===== src/rtl/pmau_pkg.sv =====
// Shared types and constants for the prime-modulus arithmetic unit.
// Holds the modulus, the Barrett constant, the opcodes and the request/response
// structs between the sequencer and the modular multiplier. No dependencies.
package pmau_pkg;

	// Prime modulus 1e9+7 and the Fermat inverse exponent MOD-2
	localparam logic [29:0] MOD        = 30'd1000000007;
	localparam logic [31:0] FERMAT_EXP = 32'd1000000005;

	// Barrett reciprocal floor(2^60 / MOD)
	localparam logic [30:0] BARRETT_MU = 31'd1152921496;

	// Opcodes
	localparam logic [2:0] OP_ADD = 3'd0;
	localparam logic [2:0] OP_SUB = 3'd1;
	localparam logic [2:0] OP_MUL = 3'd2;
	localparam logic [2:0] OP_POW = 3'd3;
	localparam logic [2:0] OP_DIV = 3'd4;

	// Sequencer -> modular multiplier
	typedef struct packed {
		logic        start;
		logic [31:0] x;
		logic [31:0] y;
	} mm_req_t;

	// Modular multiplier -> sequencer
	typedef struct packed {
		logic        busy;
		logic        done;
		logic [29:0] result;
	} mm_rsp_t;

endpackage


===== src/rtl/pmau_modmul.sv =====
// Iterative modular multiplier: (x * y) mod MOD by Barrett reduction.
// One 32x32 multiplier is reused for the product, the quotient estimate and
// the quotient times modulus. Depends on pmau_pkg.
module pmau_modmul import pmau_pkg::*; (
	input  logic    clk,
	input  logic    arst_n,
	input  mm_req_t req,
	output mm_rsp_t rsp
);

	typedef enum logic [4:0] {
		PH_IDLE = 5'b00001,
		PH_PROD = 5'b00010,
		PH_QEST = 5'b00100,
		PH_QMUL = 5'b01000,
		PH_CORR = 5'b10000
	} phase_t;

	phase_t      phase_q;
	logic        done_q;
	logic [31:0] x_q, y_q;
	logic [31:0] plo_q;
	logic [30:0] q1_q;
	logic [30:0] q_q;
	logic [31:0] r_q;
	logic [29:0] res_q;

	logic [31:0] mul_a, mul_b;
	logic [63:0] mul_p;
	logic [32:0] r_m1, r_m2;
	logic [29:0] r_fix;

	// Shared multiplier operand select
	always_comb begin
		unique case (phase_q)
			PH_PROD: begin
				mul_a = x_q;
				mul_b = y_q;
			end
			PH_QEST: begin
				mul_a = {1'b0, q1_q};
				mul_b = {1'b0, BARRETT_MU};
			end
			PH_QMUL: begin
				mul_a = {1'b0, q_q};
				mul_b = {2'b0, MOD};
			end
			default: begin
				mul_a = '0;
				mul_b = '0;
			end
		endcase
	end

	assign mul_p = mul_a * mul_b;

	// Remainder is below 3*MOD: at most two subtractions
	assign r_m1 = {1'b0, r_q} - {3'b0, MOD};
	assign r_m2 = {1'b0, r_q} - {2'b0, MOD, 1'b0};

	always_comb begin
		priority if (!r_m2[32]) begin
			r_fix = r_m2[29:0];
		end else if (!r_m1[32]) begin
			r_fix = r_m1[29:0];
		end else begin
			r_fix = r_q[29:0];
		end
	end

	// Phase sequencing
	always_ff @(posedge clk or negedge arst_n) begin
		if (!arst_n) begin
			phase_q <= PH_IDLE;
			done_q  <= 1'b0;
		end else begin
			done_q <= 1'b0;
			unique case (phase_q)
				PH_IDLE: if (req.start) phase_q <= PH_PROD;
				PH_PROD: phase_q <= PH_QEST;
				PH_QEST: phase_q <= PH_QMUL;
				PH_QMUL: phase_q <= PH_CORR;
				PH_CORR: begin
					phase_q <= PH_IDLE;
					done_q  <= 1'b1;
				end
				default: phase_q <= PH_IDLE;
			endcase
		end
	end

	// Datapath registers
	always_ff @(posedge clk) begin
		if (phase_q == PH_IDLE && req.start) begin
			x_q <= req.x;
			y_q <= req.y;
		end
		if (phase_q == PH_PROD) begin
			plo_q <= mul_p[31:0];
			q1_q  <= mul_p[59:29];
		end
		if (phase_q == PH_QEST) begin
			q_q <= mul_p[61:31];
		end
		if (phase_q == PH_QMUL) begin
			r_q <= plo_q - mul_p[31:0];
		end
		if (phase_q == PH_CORR) begin
			res_q <= r_fix;
		end
	end

	assign rsp.busy   = (phase_q != PH_IDLE);
	assign rsp.done   = done_q;
	assign rsp.result = res_q;

endmodule


===== src/rtl/prime_modulus_arith_unit.sv =====
// Prime-modulus arithmetic unit, top level: sequencer, operand and power
// registers, output register. Depends on pmau_pkg and pmau_modmul.
//
//   channel | dir | handshake        | payload
//   s_*     | in  | s_tvalid/s_tready| s_tdata: opcode, value_a, value_b, exponent
//   m_*     | out | m_tvalid/m_tready| m_tdata: residue
//
// One item at a time. A modular multiply runs on the shared multiplier in the
// phases product, quotient estimate, quotient*MOD, correction and handoff.
// Every item first reduces both operands; add/sub then fold once, multiply adds
// one multiply, power squares per bit and multiplies per set bit, divide does a*b^(MOD-2).
// Reset is asynchronous, active low, and clears the sequencer and output valid.
// A stalled output holds its item; the next input is taken meanwhile.
module prime_modulus_arith_unit import pmau_pkg::*; (
	input  logic         clk,
	input  logic         arst_n,
	input  logic         s_tvalid,
	output logic         s_tready,
	input  logic [103:0] s_tdata,  // [2:0] opcode, [34:3] value_a, [66:35] value_b,
	                               // [98:67] exponent, [103:99] zero
	output logic         m_tvalid,
	input  logic         m_tready,
	output logic [31:0]  m_tdata   // [29:0] residue, [31:30] zero
);

	typedef enum logic [9:0] {
		S_IDLE     = 10'b0000000001,
		S_RED_A    = 10'b0000000010,
		S_RED_B    = 10'b0000000100,
		S_DISPATCH = 10'b0000001000,
		S_MUL      = 10'b0000010000,
		S_POW_STEP = 10'b0000100000,
		S_POW_MUL  = 10'b0001000000,
		S_POW_SQR  = 10'b0010000000,
		S_FIN_MUL  = 10'b0100000000,
		S_DONE     = 10'b1000000000
	} state_t;

	state_t      state_q, state_d;
	logic        wait_q, wait_d;
	logic        out_valid_q, out_valid_d;
	logic [2:0]  opcode_q;
	logic [31:0] a_raw_q, b_raw_q;
	logic [31:0] exp_q, exp_d;
	logic [29:0] a_q, a_d, b_q, b_d;
	logic [29:0] acc_q, acc_d, sq_q, sq_d;
	logic [29:0] res_q, res_d;
	logic [29:0] out_data_q;
	logic        take_in, load_out;

	mm_req_t     mm_req;
	mm_rsp_t     mm_rsp;
	logic        mm_state;

	logic [30:0] sum_raw;
	logic [31:0] sum_fold;
	logic [29:0] addsub_res;

	pmau_modmul u_modmul (
		.clk    (clk),
		.arst_n (arst_n),
		.req    (mm_req),
		.rsp    (mm_rsp)
	);

	assign s_tready = (state_q == S_IDLE);
	assign take_in  = s_tvalid && s_tready;

	// Add / subtract with one fold back into range
	assign sum_raw    = (opcode_q == OP_SUB) ? ({1'b0, a_q} + {1'b0, MOD} - {1'b0, b_q})
	                                         : ({1'b0, a_q} + {1'b0, b_q});
	assign sum_fold   = {1'b0, sum_raw} - {2'b0, MOD};
	assign addsub_res = sum_fold[31] ? sum_raw[29:0] : sum_fold[29:0];

	// Multiplier requests
	assign mm_state = (state_q == S_RED_A) || (state_q == S_RED_B) || (state_q == S_MUL) ||
	                  (state_q == S_POW_MUL) || (state_q == S_POW_SQR) ||
	                  (state_q == S_FIN_MUL);

	always_comb begin
		mm_req.start = mm_state && !wait_q;
		unique case (state_q)
			S_RED_A: begin
				mm_req.x = a_raw_q;
				mm_req.y = 32'd1;
			end
			S_RED_B: begin
				mm_req.x = b_raw_q;
				mm_req.y = 32'd1;
			end
			S_MUL: begin
				mm_req.x = {2'b0, a_q};
				mm_req.y = {2'b0, b_q};
			end
			S_POW_MUL: begin
				mm_req.x = {2'b0, acc_q};
				mm_req.y = {2'b0, sq_q};
			end
			S_POW_SQR: begin
				mm_req.x = {2'b0, sq_q};
				mm_req.y = {2'b0, sq_q};
			end
			S_FIN_MUL: begin
				mm_req.x = {2'b0, a_q};
				mm_req.y = {2'b0, acc_q};
			end
			default: begin
				mm_req.x = '0;
				mm_req.y = '0;
			end
		endcase
	end

	// Sequencer
	always_comb begin
		state_d  = state_q;
		exp_d    = exp_q;
		a_d      = a_q;
		b_d      = b_q;
		acc_d    = acc_q;
		sq_d     = sq_q;
		res_d    = res_q;
		load_out = 1'b0;

		wait_d = wait_q;
		if (mm_req.start) wait_d = 1'b1;
		if (mm_rsp.done)  wait_d = 1'b0;

		unique case (state_q)
			S_IDLE: begin
				if (take_in) begin
					exp_d   = s_tdata[98:67];
					state_d = S_RED_A;
				end
			end
			S_RED_A: begin
				if (mm_rsp.done) begin
					a_d     = mm_rsp.result;
					state_d = S_RED_B;
				end
			end
			S_RED_B: begin
				if (mm_rsp.done) begin
					b_d     = mm_rsp.result;
					state_d = S_DISPATCH;
				end
			end
			S_DISPATCH: begin
				unique case (opcode_q)
					OP_ADD, OP_SUB: begin
						res_d   = addsub_res;
						state_d = S_DONE;
					end
					OP_MUL: state_d = S_MUL;
					OP_POW: begin
						acc_d   = 30'd1;
						sq_d    = b_q;
						state_d = S_POW_STEP;
					end
					OP_DIV: begin
						acc_d   = 30'd1;
						sq_d    = b_q;
						exp_d   = FERMAT_EXP;
						state_d = S_POW_STEP;
					end
					default: begin
						res_d   = '0;
						state_d = S_DONE;
					end
				endcase
			end
			S_MUL: begin
				if (mm_rsp.done) begin
					res_d   = mm_rsp.result;
					state_d = S_DONE;
				end
			end
			// one exponent bit per pass, low bit first
			S_POW_STEP: begin
				priority if (exp_q == '0) begin
					if (opcode_q == OP_DIV) begin
						state_d = S_FIN_MUL;
					end else begin
						res_d   = acc_q;
						state_d = S_DONE;
					end
				end else if (exp_q[0]) begin
					state_d = S_POW_MUL;
				end else begin
					state_d = S_POW_SQR;
				end
			end
			S_POW_MUL: begin
				if (mm_rsp.done) begin
					acc_d = mm_rsp.result;
					// no squaring needed after the top set bit
					if (exp_q[31:1] == '0) begin
						exp_d   = '0;
						state_d = S_POW_STEP;
					end else begin
						state_d = S_POW_SQR;
					end
				end
			end
			S_POW_SQR: begin
				if (mm_rsp.done) begin
					sq_d    = mm_rsp.result;
					exp_d   = {1'b0, exp_q[31:1]};
					state_d = S_POW_STEP;
				end
			end
			S_FIN_MUL: begin
				if (mm_rsp.done) begin
					res_d   = mm_rsp.result;
					state_d = S_DONE;
				end
			end
			S_DONE: begin
				if (!out_valid_q || m_tready) begin
					load_out = 1'b1;
					state_d  = S_IDLE;
				end
			end
			default: state_d = S_IDLE;
		endcase

		out_valid_d = out_valid_q;
		if (out_valid_q && m_tready) out_valid_d = 1'b0;
		if (load_out)                out_valid_d = 1'b1;
	end

	// Control registers
	always_ff @(posedge clk or negedge arst_n) begin
		if (!arst_n) begin
			state_q     <= S_IDLE;
			wait_q      <= 1'b0;
			out_valid_q <= 1'b0;
		end else begin
			state_q     <= state_d;
			wait_q      <= wait_d;
			out_valid_q <= out_valid_d;
		end
	end

	// Payload registers
	always_ff @(posedge clk) begin
		if (take_in) begin
			opcode_q <= s_tdata[2:0];
			a_raw_q  <= s_tdata[34:3];
			b_raw_q  <= s_tdata[66:35];
		end
		if (load_out) out_data_q <= res_q;
		exp_q <= exp_d;
		a_q   <= a_d;
		b_q   <= b_d;
		acc_q <= acc_d;
		sq_q  <= sq_d;
		res_q <= res_d;
	end

	assign m_tvalid = out_valid_q;
	assign m_tdata  = {2'b0, out_data_q};

	// Multiplier results are always fully reduced
	a_mm_range: assert property (@(posedge clk) disable iff (!arst_n)
		mm_rsp.done |-> (mm_rsp.result < MOD))
		else $error("modmul result not below modulus");

	// Multiplier is idle whenever a new item can be taken
	a_idle_free: assert property (@(posedge clk) disable iff (!arst_n)
		(state_q == S_IDLE) |-> !mm_rsp.busy)
		else $error("multiplier busy while sequencer idle");

	// A completion only arrives for an outstanding request
	a_done_wait: assert property (@(posedge clk) disable iff (!arst_n)
		mm_rsp.done |-> wait_q)
		else $error("unexpected multiplier completion");

	// Accepted item starts with operand reduction
	a_accept_seq: assert property (@(posedge clk) disable iff (!arst_n)
		(s_tvalid && s_tready) |=> (state_q == S_RED_A))
		else $error("accepted item did not start reduction");

endmodule


===== config.mk =====
export PLATFORM = sky130hd
export DESIGN_NAME = prime_modulus_arith_unit
export DESIGN_NICKNAME = d
export VERILOG_FILES = /design/src/rtl/pmau_pkg.sv /design/src/rtl/pmau_modmul.sv /design/src/rtl/prime_modulus_arith_unit.sv
export SDC_FILE = /design/constraint.sdc
export NUM_CORES = 2
export LEC_CHECK = 0
export BUFFER_PORTS_ARGS = -buffer_cell sky130_fd_sc_hd__buf_2
export CAP_MARGIN = 20
export CORE_MARGIN = 1
export CORE_UTILIZATION = 60
export CTS_BUF_LIST = sky130_fd_sc_hd__clkbuf_2
export CTS_CLUSTER_SIZE = 12
export DETAILED_ROUTE_END_ITERATION = 8
export GPL_TIMING_DRIVEN = 0
export PLACE_DENSITY = 0.77
export SLEW_MARGIN = 5
export SYNTH_ARGS = -nofsm -noshare
export SYNTH_HDL_FRONTEND = slang
export SYNTH_SLANG_ARGS = --single-unit

===== constraint.sdc =====
create_clock -name clk -period 19.1 [get_ports clk]
set_clock_uncertainty 0.1 [all_clocks]
set_input_delay 1.91 -clock clk [delete_from_list [all_inputs] [get_ports clk]]
set_output_delay 1.91 -clock clk [all_outputs]
set_load 0.01 [all_outputs]

# Yosys cells after proc, flatten, opt, wreduce, memory -nomap -nowiden
# Index checks and enable logic that the tools add are counted.
dict set report totals {
  output_inout_bits 34
  elab_cells 139
  regBits 517
}
dict set report op_classes {
  mux 44
  multipliers 1
  add_sub_neg 7
  eq_ne 33
  reduce_logical 32
}
# operator count
set op_table {}
lappend op_table {{64-bit one-hot mux with 6 select lines} 1}
lappend op_table {{30-bit 2-to-1 mux} 8}
lappend op_table {{32-bit one-hot mux with 3 select lines} 2}
lappend op_table {{30-bit one-hot mux with 2 select lines} 3}
lappend op_table {{32-bit 2-to-1 mux} 5}
lappend op_table {{32-bit one-hot mux with 4 select lines} 1}
lappend op_table {{10-bit 2-to-1 mux} 9}
lappend op_table {{10-bit one-hot mux with 9 select lines} 1}
lappend op_table {{30-bit one-hot mux with 3 select lines} 1}
lappend op_table {{32-bit by 32-bit multiplier with 62-bit output} 1}
lappend op_table {{32-bit by 30-bit subtractor with 33-bit output, second input constant} 1}
lappend op_table {{32-bit by 31-bit subtractor with 33-bit output, second input constant} 1}
lappend op_table {{32-bit logical NOT} 1}
lappend op_table {{31-bit by 30-bit subtractor with 32-bit output, second input constant} 1}
lappend op_table {{32-bit subtractor} 1}
lappend op_table {{30-bit by 30-bit adder with 31-bit output} 1}
lappend op_table {{30-bit by 30-bit adder with 31-bit output, second input constant} 1}
lappend op_table {{31-bit logical NOT} 1}
lappend op_table {{31-bit 2-to-1 mux} 1}
lappend op_table {{31-bit by 30-bit subtractor with 31-bit output} 1}
lappend op_table {{10-bit one-hot mux with 2 select lines} 1}
lappend op_table {{5-bit one-hot mux with 4 select lines} 1}
lappend op_table {{8-bit 2-to-1 mux} 2}
lappend op_table {{2-bit by 1-bit inequality test with 1-bit output, second input constant} 8}
lappend op_table {{other kinds (35)} 63}

# Longest topological paths before layout
dict set report depth {
  depth_word 9
  mapped_depth 45
}

# Cells and area by module
# A second synthesis with hierarchy kept.
dict set report hier_totals {
  cells_unflattened 6104
  hier_area_um2 59159.2
}
# mod cells_per_inst n_inst area_each_um2 seq_area_each_um2
set by_module_without_submodules {}
lappend by_module_without_submodules {pmau_modmul 4493 1 42082.9 6667.6}
lappend by_module_without_submodules {prime_modulus_arith_unit 1611 1 17076.4 8679.6}

# Worst setup path after synthesis
# OpenSTA, ideal clock, no wires.
dict set report synth_timing {
  path_kind {reg-to-reg}
  start {reg u_modmul.phase_q[4]}
  end {reg u_modmul.r_q[29] (data pin)}
  setup_time_ns 0.263
  stages_incl_launch_ff 44
  arrival_ns 10.423
  synth_period_minus_slack_ns 10.786
  slack_ns 8.314
  cell_sequence {dfrtp_1 nor2_1 nor4bb_1 clkbuf_1 clkbuf_1 buf_1 a21o_1 clkbuf_1 nand2_1 fa_1 fa_1 fa_1 inv_1 ha_1 ha_1 ha_1 inv_1 fa_1 [8 not listed] a21o_1 xor2_1 inv_1 ha_1 nand4_1 nor3_1 o221ai_1 nand3_1 a311oi_1 maj3_1 maj3_2 maj3_2 nand3_1 o2111a_1 a311oi_1 maj3_2 o21ai_1 xor2_1}
}
dict set report synth_via {
  elab_chain_len 4
  word_cells_on_any_way 7
  classes_between {add/sub: 1; mul: 1; eq/ne: 3; mux: 2}
}
# element line
set synth_lines {}
lappend synth_lines {{start, declared} pmau_modmul.sv:19} ;# phase_t phase_q;
lappend synth_lines {{start signal, assigned} pmau_modmul.sv:74} ;# phase_q <= PH_IDLE;
lappend synth_lines {{start signal, assigned} pmau_modmul.sv:79} ;# PH_IDLE: if (req.start) phase_q <= PH_PROD;
lappend synth_lines {{start signal, assigned} pmau_modmul.sv:80} ;# PH_PROD: phase_q <= PH_QEST;
lappend synth_lines {{5-bit by 4-bit equality test with 1-bit output (tied with other cells)} pmau_modmul.sv:35} ;# unique case (phase_q)
lappend synth_lines {{32-bit one-hot mux with 3 select lines} pmau_modmul.sv:35}
lappend synth_lines {{32-bit by 32-bit multiplier with 62-bit output *} pmau_modmul.sv:55} ;# assign mul_p = mul_a * mul_b;
lappend synth_lines {{via u_modmul.mul_p[13]} pmau_modmul.sv:29} ;# logic [63:0] mul_p;
lappend synth_lines {{32-bit subtractor *} pmau_modmul.sv:106} ;# r_q <= plo_q - mul_p[31:0];
lappend synth_lines {{end signal, assigned} pmau_modmul.sv:106}
lappend synth_lines {{end, declared} pmau_modmul.sv:25} ;# logic [31:0] r_q;
# The timed path passes the listed nets; every way through them passes the cells marked *.
# A chain may end at the register's enable or synchronous reset.

# Worst setup path in the final report
dict set report layout_timing {
  start {reg u_modmul.phase_q[2]}
  end {reg u_modmul.r_q[29] (data pin)}
}
# Same word-level chain as after synthesis.

==> impl.org <==
** Outcome
- The run finished, with violations left.
- Failing checks :: design-rule violations

** Drt
- After the first detailed-routing iteration, the DRC count stood at ~6700.
- The count of nets left with antenna violations once routing finished came out at 0.
- After detailed routing, the number of remaining DRC violations is 25.
- Number of vias after detailed routing :: 47568
- Average wire per standard cell :: 27.5 um
- Post-Route WL :: 209000 um
- Vias per inst :: 6.26
- DRT Pass-1 Iters :: 9

** STA
- Slew @ Worst Pin :: 1.33 ns
- Slack of the critical path :: 5.35 ns
- Unrepaired setup endpoints after global routing :: no
- Final cycle utilization of the critical path :: 72.0%
- Across all hold checks on the routed design, the worst slack comes to between 0.3 and 0.4 ns.
- The worst path needs 13.75 ns of the cycle, external delays included.
- Setup TNS after final layout :: 0 ns
- In this run the tightest slew margin relative to its limit is 11.3%.
- Derived from the worst setup path, the maximum achievable clock frequency is 0.0727 GHz.
- # setup viols final :: 0
- Final hold violation count :: 0
- The total count of max-transition violations in the final report came to 0.

** Logic synthesis
- Flip-flop and latch count after synthesis :: 512
- Synthesis handed over a netlist of 5944 instances.
- Cell area after synthesis :: 58100 sq um
- A synthesized cell averages roughly 9.8 sq um.
- Of all flip-flops after synthesis, the portion carrying an async set or reset was 3.52%.
- Dominant cells by area after synthesis :: sky130_fd_sc_hd__fa_1 30%, sky130_fd_sc_hd__edfxtp_1 26%, sky130_fd_sc_hd__ha_1 8.4%
- Most used standard cell by instance count after synthesis :: sky130_fd_sc_hd__inv_1
- Yosys mapped a number of flops with a built-in enable equal to approximately 490.
- Number of library cell types mapped by synthesis :: 100
- Ranked by instance count, the synthesized netlist is headed by 1089 x sky130_fd_sc_hd__inv_1, 868 x sky130_fd_sc_hd__fa_1, 826 x sky130_fd_sc_hd__nand2_1.
- Among all flip-flop cells after synthesis, the most frequent one is sky130_fd_sc_hd__edfxtp_1.
- Synth area leader :: sky130_fd_sc_hd__fa_1
- Sequential elements use 26.3% of the synthesized area.
- Area share of the largest cell type after synthesis :: 29.9%
- Yosys printed 0 warnings.

** GRT
- The first global-routing pass estimated between 300000 and 400000 um of wire.
- The number of antenna violations at the first check in global routing came to 11.
- Via count of the first global-routing pass :: 47180
- Largest net degree at the start of global routing :: 66
- Total global-route track usage :: 43.2%
- Aggregate global routing overflow :: 0

** Floorplanning
- Initial Util :: 60.9%
- Measured along the y axis, the die boundary spans 313 um.
- The die is around 310 um wide.
- The die covers 98100 sq um.
- Boundary pin count :: 142
- The floorplan has 113 rows.
- Core ar. :: 95400 sq um

** Power
- Leakage power total :: 27.8 nW
- Peak VDD IR :: 0.0000703 V
- Cell area power density :: 36.9 nW/um^2
- After layout, the design draws a total of 2.29 mW.

** Clocking
- TritonCTS clock tree :: built
- Gates resized during post-CTS repair numbered 0.
- In this run the number of H-tree levels came out at 3.
- Buffers inserted to repair hold after CTS numbered 0.
- The tree built by TritonCTS fans out to 512 sinks.
- The tree is rooted in a sky130_fd_sc_hd__clkbuf_2.
- Buffer depth of the longest clock path :: 3
- Clock transition at the registers of the reported paths :: 0.12 ns
- Cts bufs inserted :: 117
- Clock insertion delay at the later pin of the skew report :: 1.29 ns
- Post-CTS Setup Bufs :: 0

** Run
- Max-cap violations in this run came to 0.

** Setup path
- Arrival time reported for the critical path endpoint :: around 15 ns
- Max stage delay cell, worst path :: sky130_fd_sc_hd__clkbuf_1
- On the worst path, the slowest cell contributes a delay of 0.62 ns.
- Startpoint class of the critical path :: flip-flop
- Critical Path Source :: u_modmul.phase_q[2]$_DFFE_PN0P_
- Worst-path fanout max :: 10
- Reg-to-reg startpoint :: u_modmul.phase_q[2]$_DFFE_PN0P_
- In this design, the critical path's most frequently occurring cell is sky130_fd_sc_hd__fa_1.
- Kind of critical path :: reg2reg
- The worst setup path is captured at a flip-flop.
- Required time of the critical path :: between 20 and 25 ns

** Layout
- Area growth from synthesis to final layout :: 6.74%
- Across the whole layout, storage elements account for 15300 sq um.
- Once layout is done, the placed cells without fillers occupy 62000 sq um.
- The post-route netlist has under 10% of its cells at a drive strength greater than 1.
- Number of filler cells placed in the layout :: 7800
- For this run, the share of the core covered by cells in the final layout is between 60% and 70%.
- Number of nets in the final layout :: ~7600
- Non-Filler Instances :: 7598
- Area taken by multi-input logic gates :: 37700 sq um

** Place
- At the end of routability-driven placement, the weighted congestion stood at 1.09.
- Placement Setup Slack :: 5.59 ns
- Total of buffers placed on input and output ports :: about 130
- Summed over all nets, the half-perimeter wirelength after detailed placement is 170000 um.
- In this run, placement finished with an instance count of 7375.
- Dpl cell area :: 60800 sq um

** Min path
- Hold WC Path Type :: reg2reg
- The worst hold path begins at res_q[24]$_DFFE_PP_.
-- where the power goes --
| part | switching (mW) | leakage, nW | internal (mW) | total (mW) |
|---|---|---|---|---|
| Combinational | 0.144 | 22.3 | 0.0694 | 0.213 |
| Clock | 0.475 | 0.803 | 0.254 | 0.728 |
| Sequential | 0.0464 | 4.67 | 1.30 | 1.35 |
| Total | 0.665 | 27.8 | 1.62 | 2.29 |
-- cells by family (layout without fill, tap and decap cells) --
family | after synthesis | after routing | synth area share, %
AOI/OAI and AO/OA | 862 | 862 | 10.1
xor gates and xnor gates | 186 | 186 | 2.80
adders and majority gates | 1272 | 1272 | 38.6
buffers and inverters | 1376 | 1761 | 8.93
DFF | 512 | 512 | 26.3
muxes | 28 | 28 | 0.543
other | 1 | 5 | 0.00646
and+or+nand+nor | 1707 | 1707 | 12.7
-- sequential cells by signal, indices dropped and copies added, names as in the netlist, 10 cells and up --
signal / cells
u_modmul.x_q: 32
res_q: 30
u_modmul.q1_q: 31
u_modmul.y_q: 30
u_modmul.q_q: 31
b_q: 30
sq_q: 30
exp_q: 32
a_q: 30
state_q: 10
u_modmul.r_q: 32
out_data_q: 30
a_raw_q: 32
b_raw_q: 32
u_modmul.res_q: 30
u_modmul.plo_q: 29
acc_q: 30
-- area by class of cell --
type	count	area share (%)
buffer	283	1.76
timing repair buffer	173	1.87
multi-input combinational	4057	60.8
clock inverter	48	0.396
inverter	1093	6.62
sequential	512	24.7
tap	1265	2.55
antenna	3	0.0121
clock buffer	164	1.32
-- metal layers --
metal  up-vias  part of all wire (%)  GRT usage [%]
met2      3594                    42           61.5
met5         -                 0.059          0.145
li1      19790                     -              -
met4        16                   5.9           21.3
met3       706                    15           14.6
met1     23462                    37           59.1
-- path summary, 6_finish.rpt --
| kind | depth (start not counted) | endpoint | slack [ns] |
|---|---|---|---|
| max | 45 | u_modmul.r_q[29]$_DFFE_PN_ | 5.35 |
| min | 0 | out_data_q[24]$_DFFE_PP_ | 0.32 |
| max reg2reg | 45 | u_modmul.r_q[29]$_DFFE_PN_ | 5.35 |
| min reg2reg | 0 | out_data_q[24]$_DFFE_PP_ | 0.32 |
| max in group asynchronous | 1 | state_q[0]$_DFFE_PN1P_ | 17.94 |
| min in group asynchronous | 1 | state_q[9]$_DFFE_PN0P_ | 0.59 |
-- critical path, delay by kind of cell (launching register included) --
family	cells	cell delay, ns
simple gates	7	1.84
flops	1	0.47
xor+xnor	2	0.37
buf+inv	9	2.30
fa+ha+maj	14	5.33
compound gates	13	3.21
-- layout by cell type, fill, tap and decap left out, types with 20 or more instances in the layout --
cell	n
sky130_fd_sc_hd__nor2_1	489
sky130_fd_sc_hd__a222oi_1	29
sky130_fd_sc_hd__clkbuf_1	259
sky130_fd_sc_hd__inv_1	1089
sky130_fd_sc_hd__xor2_1	61
sky130_fd_sc_hd__clkbuf_2	164
sky130_fd_sc_hd__a22oi_1	96
sky130_fd_sc_hd__and3_1	26
sky130_fd_sc_hd__a21oi_1	184
sky130_fd_sc_hd__clkinv_1	36
sky130_fd_sc_hd__nor3_1	40
sky130_fd_sc_hd__nand2b_1	30
sky130_fd_sc_hd__xnor2_1	125
sky130_fd_sc_hd__fa_1	868
sky130_fd_sc_hd__o21a_1	27
sky130_fd_sc_hd__nand4_1	30
sky130_fd_sc_hd__o21ai_0	146
sky130_fd_sc_hd__a221oi_1	20
sky130_fd_sc_hd__buf_2	141
sky130_fd_sc_hd__o21ai_1	31
sky130_fd_sc_hd__nand3_1	59
sky130_fd_sc_hd__nand2_1	826
sky130_fd_sc_hd__a21o_1	102
sky130_fd_sc_hd__and2_1	87
sky130_fd_sc_hd__edfxtp_1	494
sky130_fd_sc_hd__o21bai_1	24
sky130_fd_sc_hd__a22o_1	35
sky130_fd_sc_hd__ha_1	392
sky130_fd_sc_hd__nor2b_1	21
sky130_fd_sc_hd__a31oi_1	20
No activity file was read; power rests on OpenSTA's default activity.
